<file path="config.mk">
export PLATFORM = sky130hd
export DESIGN_NAME = thompson_sampling_arm_selector_unit
export DESIGN_NICKNAME = d
export VERILOG_FILES = /design/src/tsas_pkg.sv /design/src/tsas_draw.sv /design/src/tsas_div.sv /design/src/thompson_sampling_arm_selector_unit.sv
export SDC_FILE = /design/constraint.sdc
export NUM_CORES = 2
export LEC_CHECK = 0
export ABC_AREA = 0
export ABC_CLOCK_PERIOD_IN_PS = 31100
export BUFFER_PORTS_ARGS = -buffer_cell sky130_fd_sc_hd__buf_2
export CORE_ASPECT_RATIO = 0.9
export CORE_UTILIZATION = 26
export DETAILED_ROUTE_END_ITERATION = 16
export GPL_TIMING_DRIVEN = 0
export HOLD_SLACK_MARGIN = 0.02
export PLACE_DENSITY = 0.43
export SLEW_MARGIN = 20
export SYNTH_ARGS = -nofsm -noshare
export SYNTH_HDL_FRONTEND = slang
export SYNTH_SLANG_ARGS = --single-unit
</file>
<file path="constraint.sdc">
create_clock -name i_clk -period 31.1 [get_ports i_clk]
set_input_delay 0 -clock i_clk [delete_from_list [all_inputs] [get_ports i_clk]]
set_output_delay 0 -clock i_clk [all_outputs]
set_load 0.02 [all_outputs]
</file>
<file path="src/tsas_pkg.sv">
// Package for the Thompson-sampling arm selector: shared constants, types and state codes.
// No dependencies; used by tsas_draw, tsas_div and the top level.
package tsas_pkg;

    localparam int MAX_ARMS_DEF   = 16;
    localparam int COUNT_BITS_DEF = 16;

    localparam int REG_NUM_ARMS = 0;
    localparam int REG_RNG_SEED = 1;
    localparam int CFG_IDX_BITS = 1;
    localparam int CFG_DATA_BITS = 31;

    localparam logic [30:0] LCG_MUL = 31'd1103515245;
    localparam logic [30:0] LCG_ADD = 31'd12345;
    localparam logic [31:0] LN2_Q32 = 32'hB17217F8;

    // Gamma sums carry 24 fraction bits. A draw stays below 2^29 and a sum holds at most
    // 2^24 draws for the widest counters, so 54 bits never overflow.
    localparam int SUM_BITS = 54;
    localparam int DEN_BITS = 55;   // sum of two gamma values

    typedef enum logic [0:0] {
        ACT_SAMPLE = 1'b0,
        ACT_UPDATE = 1'b1
    } t_action;

    // Draw unit states, one-hot.
    typedef enum logic [6:0] {
        D_IDLE  = 7'b0000001,
        D_LCG   = 7'b0000010,
        D_NORM  = 7'b0000100,
        D_SQR   = 7'b0001000,
        D_MUL   = 7'b0010000,
        D_SHIFT = 7'b0100000,
        D_DONE  = 7'b1000000
    } t_draw_state;

    // Top-level sequencer states, one-hot.
    typedef enum logic [9:0] {
        S_IDLE  = 10'b0000000001,
        S_LOAD  = 10'b0000000010,
        S_GA    = 10'b0000000100,
        S_GB    = 10'b0000001000,
        S_DIV   = 10'b0000010000,
        S_CMP   = 10'b0000100000,
        S_OUT   = 10'b0001000000,
        S_READ  = 10'b0010000000,
        S_WRITE = 10'b0100000000,
        S_CLR   = 10'b1000000000
    } t_seq_state;

    typedef struct packed {
        logic start;
        logic done;
    } t_draw_ctl;

endpackage

</file>
<file path="src/tsas_draw.sv">
// One exponential variate per request: LCG step, log2 by repeated squaring, scale by ln 2.
// Depends on tsas_pkg. A single 31x31 / 32x32 multiplier is reused by every step.
module tsas_draw (
    input  logic                  i_clk,
    input  logic                  i_rst_n,
    input  logic                  i_seed_load,
    input  logic [30:0]           i_seed,
    input  logic                  i_start,
    output tsas_pkg::t_draw_ctl   o_ctl,
    output logic [31:0]           o_exp
);

    tsas_pkg::t_draw_state r_state, n_state;
    logic [30:0] r_rng;
    logic [39:0] r_v;
    logic [5:0]  r_pos;
    logic [31:0] r_m;        // Q2.30 mantissa; its square stays below 4.0 before halving
    logic [23:0] r_frac;
    logic [4:0]  r_cnt;
    logic [31:0] r_exp;
    logic [63:0] r_prod;

    // Shared multiplier operands.
    logic [31:0] w_a, w_b;
    logic [63:0] w_p;
    logic [31:0] w_d;
    logic [5:0]  w_lead;
    logic [63:0] w_sq;

    assign w_d = 32'(40 << 24) - {2'b0, r_pos, r_frac};
    always_comb begin
        unique case (r_state)
            tsas_pkg::D_MUL: begin
                w_a = w_d;
                w_b = tsas_pkg::LN2_Q32;
            end
            tsas_pkg::D_SQR: begin
                w_a = r_m;
                w_b = r_m;
            end
            default: begin
                w_a = {1'b0, r_rng};
                w_b = {1'b0, tsas_pkg::LCG_MUL};
            end
        endcase
    end
    assign w_p  = w_a * w_b;
    assign w_sq = w_p >> 30;

    always_comb begin
        w_lead = '0;
        for (int i = 0; i < 40; i++) begin
            if (r_v[i]) w_lead = 6'(i);
        end
    end

    always_comb begin
        n_state = r_state;
        unique case (r_state)
            tsas_pkg::D_IDLE:  if (i_start) n_state = tsas_pkg::D_LCG;
            tsas_pkg::D_LCG:   n_state = tsas_pkg::D_NORM;
            tsas_pkg::D_NORM:  n_state = tsas_pkg::D_SQR;
            tsas_pkg::D_SQR:   if (r_cnt == 5'd23) n_state = tsas_pkg::D_MUL;
            tsas_pkg::D_MUL:   n_state = tsas_pkg::D_SHIFT;
            tsas_pkg::D_SHIFT: n_state = tsas_pkg::D_DONE;
            tsas_pkg::D_DONE:  n_state = tsas_pkg::D_IDLE;
            default:           n_state = tsas_pkg::D_IDLE;
        endcase
    end

    always_ff @(posedge i_clk) begin
        if (!i_rst_n) begin
            r_state <= tsas_pkg::D_IDLE;
            r_rng   <= 31'd1;
        end else begin
            r_state <= n_state;
            if (i_seed_load) begin
                r_rng <= i_seed;
            end else if (r_state == tsas_pkg::D_LCG) begin
                r_rng <= w_p[30:0] + tsas_pkg::LCG_ADD;
            end
        end
    end

    always_ff @(posedge i_clk) begin
        unique case (r_state)
            tsas_pkg::D_LCG: begin
                r_v <= {w_p[30:0] + tsas_pkg::LCG_ADD, 9'd0} + 40'd1;
            end
            tsas_pkg::D_NORM: begin
                r_pos  <= w_lead;
                r_frac <= '0;
                r_cnt  <= '0;
                if (w_lead >= 6'd30) r_m <= 32'(r_v >> (w_lead - 6'd30));
                else r_m <= 32'(r_v << (6'd30 - w_lead));
            end
            tsas_pkg::D_SQR: begin
                r_cnt <= r_cnt + 5'd1;
                if (w_sq[31]) begin
                    r_frac <= {r_frac[22:0], 1'b1};
                    r_m    <= 32'(w_sq >> 1);
                end else begin
                    r_frac <= {r_frac[22:0], 1'b0};
                    r_m    <= w_sq[31:0];
                end
            end
            tsas_pkg::D_MUL:   r_prod <= w_p + 64'h8000_0000;
            tsas_pkg::D_SHIFT: r_exp <= r_prod[63:32];
            default: ;
        endcase
    end

    assign o_ctl.start = (r_state == tsas_pkg::D_IDLE) && i_start;
    assign o_ctl.done  = (r_state == tsas_pkg::D_DONE);
    assign o_exp       = r_exp;

endmodule

</file>
<file path="src/tsas_div.sv">
// Restoring divider, one quotient bit a cycle: floor(a * 2^32 / den).
// Depends on tsas_pkg for the operand widths.
module tsas_div (
    input  logic                            i_clk,
    input  logic                            i_rst_n,
    input  logic                            i_start,
    input  logic [tsas_pkg::SUM_BITS-1:0]   i_num,
    input  logic [tsas_pkg::DEN_BITS-1:0]   i_den,
    output logic                            o_done,
    output logic [31:0]                     o_quo
);

    logic                          r_busy;
    logic [5:0]                    r_cnt;
    logic [tsas_pkg::DEN_BITS:0]   r_rem;
    logic [tsas_pkg::DEN_BITS-1:0] r_den;
    logic [31:0]                   r_quo;
    logic                          r_done;
    logic [tsas_pkg::DEN_BITS:0]   w_sh;

    assign w_sh = {r_rem[tsas_pkg::DEN_BITS-1:0], 1'b0};

    always_ff @(posedge i_clk) begin
        if (!i_rst_n) begin
            r_busy <= 1'b0;
            r_done <= 1'b0;
        end else begin
            r_done <= 1'b0;
            if (i_start) begin
                r_busy <= 1'b1;
                r_cnt  <= '0;
                r_rem  <= (tsas_pkg::DEN_BITS+1)'(i_num);
                r_den  <= i_den;
                r_quo  <= '0;
            end else if (r_busy) begin
                r_cnt <= r_cnt + 6'd1;
                if (w_sh >= {1'b0, r_den}) begin
                    r_rem <= w_sh - {1'b0, r_den};
                    r_quo <= {r_quo[30:0], 1'b1};
                end else begin
                    r_rem <= w_sh;
                    r_quo <= {r_quo[30:0], 1'b0};
                end
                if (r_cnt == 6'd31) begin
                    r_busy <= 1'b0;
                    r_done <= 1'b1;
                end
            end
        end
    end

    assign o_done = r_done;
    assign o_quo  = r_quo;

endmodule

</file>
<file path="src/thompson_sampling_arm_selector_unit.sv">
// Top level of the Thompson-sampling arm selector: counters, sequencer, handshakes.
// Depends on tsas_pkg, tsas_draw and tsas_div.
//
//  Channel   Direction  Payload (low bit first)
//  s_axis    in         tdata: action[0], arm[4:1], reward[5], zero pad [7:6]
//  m_axis    out        tdata: chosen_arm[3:0], status[4], zero pad [7:5]
//  cfg       in         i_cfg_we, i_cfg_idx (0 num_arms, 1 rng_seed), i_cfg_data
//
// Reset is synchronous and active low; it loads the seed 1 and starts a clearing pass that
// zeroes one arm's counters a cycle, over all MAX_ARMS arms, with s_axis_tready low.
// A valid update reads, then writes back its counters in S_READ and S_WRITE before its result
// becomes valid; for an inactive arm the result becomes valid at the accepting edge itself.
// A sample visits each active arm in turn and sums pulls + 2 exponential draws, each one
// running the 24-step squaring loop in the shared multiplier; it then runs the 32-step
// division and the sequencing, and finally loads the result into the output register.
// The block takes one transaction at a time; s_axis_tready stays low until the result
// held in the output register has been taken.
module thompson_sampling_arm_selector_unit #(
    parameter int MAX_ARMS   = tsas_pkg::MAX_ARMS_DEF,
    parameter int COUNT_BITS = tsas_pkg::COUNT_BITS_DEF
) (
    input  logic                              i_clk,
    input  logic                              i_rst_n,
    input  logic                              s_axis_tvalid,
    output logic                              s_axis_tready,
    input  logic [7:0]                        s_axis_tdata,   // action, arm[3:0], reward
    output logic                              m_axis_tvalid,
    input  logic                              m_axis_tready,
    output logic [7:0]                        m_axis_tdata,   // chosen_arm[3:0], status
    input  logic                              i_cfg_we,
    input  logic [tsas_pkg::CFG_IDX_BITS-1:0] i_cfg_idx,
    input  logic [tsas_pkg::CFG_DATA_BITS-1:0] i_cfg_data
);

    localparam int AW = $clog2(MAX_ARMS);
    localparam int NW = $clog2(MAX_ARMS + 1);
    localparam logic [COUNT_BITS-1:0] CNT_MAX = '1;

    // Counter stores, read into registers at one sequencer-chosen address at a time.
    logic [COUNT_BITS-1:0] r_pulls [MAX_ARMS];
    logic [COUNT_BITS-1:0] r_succ  [MAX_ARMS];

    tsas_pkg::t_seq_state r_state;
    logic [4:0]            r_num_arms;
    logic [NW-1:0]         w_active;
    logic [AW-1:0]         r_arm;       // arm being visited, updated or cleared
    logic                  r_reward;
    logic [COUNT_BITS-1:0] r_rd_p, r_rd_s;
    logic [COUNT_BITS:0]   r_left;      // draws still to sum
    logic [tsas_pkg::SUM_BITS-1:0] r_acc, r_ga;
    logic                  r_draw_busy;
    logic [31:0]           r_best;
    logic [AW-1:0]         r_best_arm;
    logic                  r_have;
    logic                  r_out_valid;
    logic [3:0]            r_out_arm;
    logic                  r_out_status;

    logic                  w_in_acc;
    logic [3:0]            w_in_arm;
    tsas_pkg::t_draw_ctl   w_dctl;
    logic [31:0]           w_exp;
    logic                  w_div_done;
    logic [31:0]           w_quo;
    logic                  w_seed_load;
    logic                  w_draw_go;
    logic [tsas_pkg::SUM_BITS-1:0] w_acc_new;
    logic [tsas_pkg::SUM_BITS-1:0] w_fix;

    always_comb begin
        if (r_num_arms == 5'd0) w_active = NW'(1);
        else if (32'(r_num_arms) > MAX_ARMS) w_active = NW'(MAX_ARMS);
        else w_active = NW'(r_num_arms);
    end

    assign w_in_arm      = s_axis_tdata[4:1];
    assign s_axis_tready = (r_state == tsas_pkg::S_IDLE) && !r_out_valid;
    assign w_in_acc      = s_axis_tvalid && s_axis_tready;
    assign w_seed_load   = i_cfg_we
                           && (i_cfg_idx == tsas_pkg::CFG_IDX_BITS'(tsas_pkg::REG_RNG_SEED));
    assign w_draw_go     = ((r_state == tsas_pkg::S_GA) || (r_state == tsas_pkg::S_GB))
                           && !r_draw_busy && (r_left != '0);
    assign w_acc_new     = r_acc + tsas_pkg::SUM_BITS'(w_exp);
    assign w_fix         = (r_acc == '0) ? tsas_pkg::SUM_BITS'(1) : r_acc;

    tsas_draw u_draw (
        .i_clk       (i_clk),
        .i_rst_n     (i_rst_n),
        .i_seed_load (w_seed_load),
        .i_seed      (i_cfg_data),
        .i_start     (w_draw_go),
        .o_ctl       (w_dctl),
        .o_exp       (w_exp)
    );

    tsas_div u_div (
        .i_clk   (i_clk),
        .i_rst_n (i_rst_n),
        .i_start (r_state == tsas_pkg::S_GB && r_left == '0 && !r_draw_busy),
        .i_num   (r_ga),
        .i_den   ({1'b0, r_ga} + {1'b0, w_fix}),
        .o_done  (w_div_done),
        .o_quo   (w_quo)
    );

    always_ff @(posedge i_clk) begin
        if (!i_rst_n) begin
            r_state     <= tsas_pkg::S_CLR;
            r_arm       <= '0;
            r_num_arms  <= 5'd1;
            r_out_valid <= 1'b0;
            r_draw_busy <= 1'b0;
        end else begin
            if (i_cfg_we && i_cfg_idx == tsas_pkg::CFG_IDX_BITS'(tsas_pkg::REG_NUM_ARMS)) begin
                r_num_arms <= i_cfg_data[4:0];
            end
            if (r_out_valid && m_axis_tready) r_out_valid <= 1'b0;
            if (w_dctl.start) r_draw_busy <= 1'b1;
            if (w_dctl.done) begin
                r_draw_busy <= 1'b0;
                r_acc       <= w_acc_new;
                r_left      <= r_left - 1'b1;
            end
            unique case (r_state)
                tsas_pkg::S_CLR: begin
                    r_pulls[r_arm] <= '0;
                    r_succ[r_arm]  <= '0;
                    if (r_arm == AW'(MAX_ARMS - 1)) r_state <= tsas_pkg::S_IDLE;
                    else r_arm <= r_arm + 1'b1;
                end
                tsas_pkg::S_IDLE: begin
                    if (w_in_acc) begin
                        r_reward <= s_axis_tdata[5];
                        r_have   <= 1'b0;
                        if (s_axis_tdata[0] == tsas_pkg::ACT_UPDATE) begin
                            if (NW'(w_in_arm) >= w_active || 32'(w_in_arm) >= MAX_ARMS) begin
                                r_out_arm    <= '0;
                                r_out_status <= 1'b1;
                                r_out_valid  <= 1'b1;
                            end else begin
                                r_arm   <= AW'(w_in_arm);
                                r_state <= tsas_pkg::S_READ;
                            end
                        end else begin
                            r_arm   <= '0;
                            r_state <= tsas_pkg::S_LOAD;
                        end
                    end
                end
                tsas_pkg::S_READ: begin
                    r_rd_p  <= r_pulls[r_arm];
                    r_rd_s  <= r_succ[r_arm];
                    r_state <= tsas_pkg::S_WRITE;
                end
                tsas_pkg::S_WRITE: begin
                    if (r_rd_p != CNT_MAX) r_pulls[r_arm] <= r_rd_p + 1'b1;
                    if (r_reward && r_rd_s != CNT_MAX) begin
                        r_succ[r_arm] <= r_rd_s + 1'b1;
                    end
                    r_out_arm    <= '0;
                    r_out_status <= 1'b0;
                    r_out_valid  <= 1'b1;
                    r_state      <= tsas_pkg::S_IDLE;
                end
                tsas_pkg::S_LOAD: begin
                    r_rd_p  <= r_pulls[r_arm];
                    r_rd_s  <= r_succ[r_arm];
                    r_left  <= (COUNT_BITS+1)'(r_succ[r_arm]) + 1'b1;
                    r_acc   <= '0;
                    r_state <= tsas_pkg::S_GA;
                end
                tsas_pkg::S_GA: begin
                    if (r_left == '0 && !r_draw_busy) begin
                        r_ga <= w_fix;
                        r_acc <= '0;
                        r_left <= (r_rd_p >= r_rd_s)
                                  ? (COUNT_BITS+1)'(r_rd_p - r_rd_s) + 1'b1
                                  : (COUNT_BITS+1)'(1);
                        r_state <= tsas_pkg::S_GB;
                    end
                end
                tsas_pkg::S_GB: begin
                    if (r_left == '0 && !r_draw_busy) begin
                        r_state <= tsas_pkg::S_DIV;
                    end
                end
                tsas_pkg::S_DIV: begin
                    if (w_div_done) begin
                        if (!r_have || w_quo > r_best) begin
                            r_best     <= w_quo;
                            r_best_arm <= r_arm;
                            r_have     <= 1'b1;
                        end
                        r_state <= tsas_pkg::S_CMP;
                    end
                end
                tsas_pkg::S_CMP: begin
                    if (NW'(r_arm) + 1'b1 >= w_active) begin
                        r_state <= tsas_pkg::S_OUT;
                    end else begin
                        r_arm   <= r_arm + 1'b1;
                        r_state <= tsas_pkg::S_LOAD;
                    end
                end
                tsas_pkg::S_OUT: begin
                    r_out_arm    <= 4'(r_best_arm);
                    r_out_status <= 1'b0;
                    r_out_valid  <= 1'b1;
                    r_state      <= tsas_pkg::S_IDLE;
                end
                default: r_state <= tsas_pkg::S_IDLE;
            endcase
        end
    end

    assign m_axis_tvalid = r_out_valid;
    assign m_axis_tdata  = {3'b000, r_out_status, r_out_arm};

endmodule

</file>
==> results.cfg <==
[status]
outcome = finished, final reports clean

[synthesis]
ys_ff_latch = 1087
synth_cell_types = 110
synthCells = 8575
syn-cell-area_um2 = 90100
yosys_warnings = 0
synth_flop_cell = edfxtp_1
syn_area_per_cell_um2 = 10.51
synth_edf_count = 1022
synthArstFlopShare = 0
synth-seq-area-share = 0.3550

[layout]
drive_above_1_share = 0.07742
area_growth_pct = 13.28
nets = 10327
layout_common_cells = 1130 x inv_1, 1022 x edfxtp_1, 1019 x nor2_1
fin_util = 0.2967
final_common_cell = inv_1

[clock_tree]
cts-htree-levels = 3
cts_tree = built
numCtsBuffers = 115
clk_latency_ns = 0.80
clkSinkCount = 1087
clk_path_buf_depth = 3
cts.clk_slew.worst_paths_ns = 0.07
root_buffer = clkbuf_16
postCtsResizedCells = 0

[global_routing]
grt_overflow = 0
antenna_found_initial = 21
grt_max_degree = 50
grt_pass1_vias = 68339
track_usage = 0.1948
grt_pass1_wl_um = 496300

[sta]
max_slew_margin = 0.1369
report.final.slew_viol_count = 0
max_freq_mhz = 68.04
period_minus_slack_ns = 14.70
hold_viol_final = 0
rsz0062_at_grt = false
timing.final.crit_share = 0.4726
setup_viol_count_final = 0
setup_tns_ns = 0
worst_pin_slew_ns = 1.281
holdWs_ns = 0.08989
finClkSkew_ns = 0.1143

[die]
die_x_um = 622.5
io_pins = 55
start_util = 0.2619
core_area_um2 = 344100
num_rows = 204
die_area_um2 = 348900
die_y_um = 560.5

[detailed_routing]
routedWlPerCell_um = 25.40
dr_total_vias = 66660
drtAntennaViolNets = 0
via_per_inst = 4.937
drc = 0
dr.pass1.iters = 6
drtIter0Drc = 5988
routed_wl_um = 343000

[setup_path]
critPathCaptureType = register
crit_slowest_cell = clkbuf_1
crit_type = register to register
critPathMaxFanout = 10
cp.required_ns = 31.56
slowest_delay_ns = 0.92
reg2regPathDepth = 39
crit_arrival_ns = 15.15
cp-start-kind = register
crit_path_frequent_cell = fa_1
r2r_slack_ns = 16.40

[place]
portBuffers = 49
globalplace.congestion = 0.9903
dp_hpwl_um = 278100

[worst_hold_path]
worstHoldPathCells = 4
hold_class = input port to register

[power_and_ir_drop]
ir_drop_v = 0.00008218
leakage_nw = 40.45
cellPowerDensity_nw_per_um2 = 59.49

[run]
cap_viol_max_count = 0
-- kinds of logic after synthesis --
| group | after synthesis | synth area share |
|---|---|---|
| xor gates and xnor gates | 369 | 0.03628 |
| adders and majority gates | 1405 | 0.2707 |
| buffers and inverters | 1572 | 0.06636 |
| DFF | 1087 | 0.3550 |
| other | 1 | 0.00004162 |
| and+or+nand+nor | 2649 | 0.1295 |
| muxes | 300 | 0.05825 |
| AOI/OAI and AO/OA | 1192 | 0.08385 |
-- final cells by class --
class / count / area (um2)
Sequential cell: 1087 / 31990
Tap cell: 4532 / 5670
Clock buffer: 143 / 3034
Fill cell: 35945 / 242000
Timing Repair Buffer: 183 / 2096
Buffer: 427 / 1713
Inverter: 1145 / 4300
Antenna cell: 6 / 15.01
Multi-Input combinational cell: 5918 / 52550
Clock inverter: 61 / 695.7
-- worst paths after layout --
kind	start	to
worst max-delay path	u_draw.r_frac[0]	u_draw.r_prod[63]
worst min-delay path	i_cfg_data[9]	u_draw.r_rng[9]
worst max register to register	u_draw.r_frac[0]	u_draw.r_prod[63]
worst min register to register	u_draw.r_prod[34]	u_draw.o_exp[2]
-- metal layers --
metal	vias to the layer above	wire length, um	track usage
met2	2182	147100	0.2929
met3	418	21980	0.03019
met5	-	86	0
li1	29480	-	-
met4	12	10490	0.05119
met1	34568	163300	0.2894
-- power breakdown --
part	total, mW	switching [mW]	leakage (nW)	internal [mW]
Sequential	1.71	0.0189	9.09	1.69
Clock	1.39	0.624	1.79	0.763
Combinational	2.98	1.97	29.6	1.01
Total	6.07	2.61	40.5	3.46
-- cell usage after synthesis (all sizes together) (10+ instances only) --
library cell     n  share of area
a2111oi         10         0.0010
a211o           13         0.0013
a211oi          40         0.0034
a21boi          13         0.0011
a21o           120          0.010
a21oi          437          0.025
a221oi          22         0.0022
a22oi           18         0.0015
a311oi          15         0.0015
a31oi           59         0.0042
and2           103         0.0072
and3            55         0.0038
and4            13         0.0013
buf             80         0.0042
clkbuf         347          0.014
dfxtp           65          0.014
edfxtp        1022           0.34
fa             907           0.20
ha             498          0.069
inv           1136          0.047
mux2            15         0.0019
mux2i          107          0.012
mux4           178          0.044
nand2          880          0.037
nand2b          60         0.0042
nand3          121         0.0069
nand3b          10        0.00083
nand4           56         0.0040
nor2          1053          0.044
nor2b           57         0.0040
nor3           113         0.0064
nor3b           16         0.0014
nor4            52         0.0042
o211ai          25         0.0021
o21a            52         0.0043
o21ai          211          0.012
o21bai          38         0.0032
o22ai           15         0.0010
o31ai           18         0.0017
or2             18         0.0012
or3             19         0.0014
xnor2          217          0.021
xor2           152          0.015
-- registers in the layout (all words and copies together), names as in the netlist, 7 cells and up, named ones only --
name,flops
r_ga,54
u_draw.r_prod,32
u_draw.r_v,31
u_div.r_rem,55
u_draw.r_m,32
r_rd_p,16
r_pulls,256
u_div.o_quo,32
u_draw.r_frac,24
r_best,32
r_succ,256
r_rd_s,16
r_left,17
r_acc,54
u_draw.o_exp,32
r_state,10
u_draw.r_state,7
u_draw.r_rng,31
u_div.r_den,55
-- per-stage QoR --
stage | std cells | cell area (um2) | setup WS (ns) | power [mW]
5_1_grt | 13496 | 102100 | 15.86 | 6.395
6_report | 13502 | 102100 | 16.40 | 6.072
3_3_place_gp | 13158 | 96030 | 15.82 | 4.663
3_5_place_dp | 13234 | 97730 | 16.74 | 4.686
2_1_floorplan | 8577 | 90110 | 20.00 | 3.613
4_1_cts | 13496 | 102000 | 16.68 | 6.099
-- critical path: cells and delay by family, from the launching register on --
kind	cells	cell delay, ns
xor+xnor	3	1.11
compound gates	7	2.08
simple gates	13	4.37
fa+ha+maj	10	4.87
flops	1	0.52
buf+inv	6	1.45
-- what timing repair did --
action | CTS | global route
endpoints found under the hold margin | 129 | 0
setup buffers | 0 | 0
hold buffers | 58 | 0
Power figures use the tool's default switching activity.
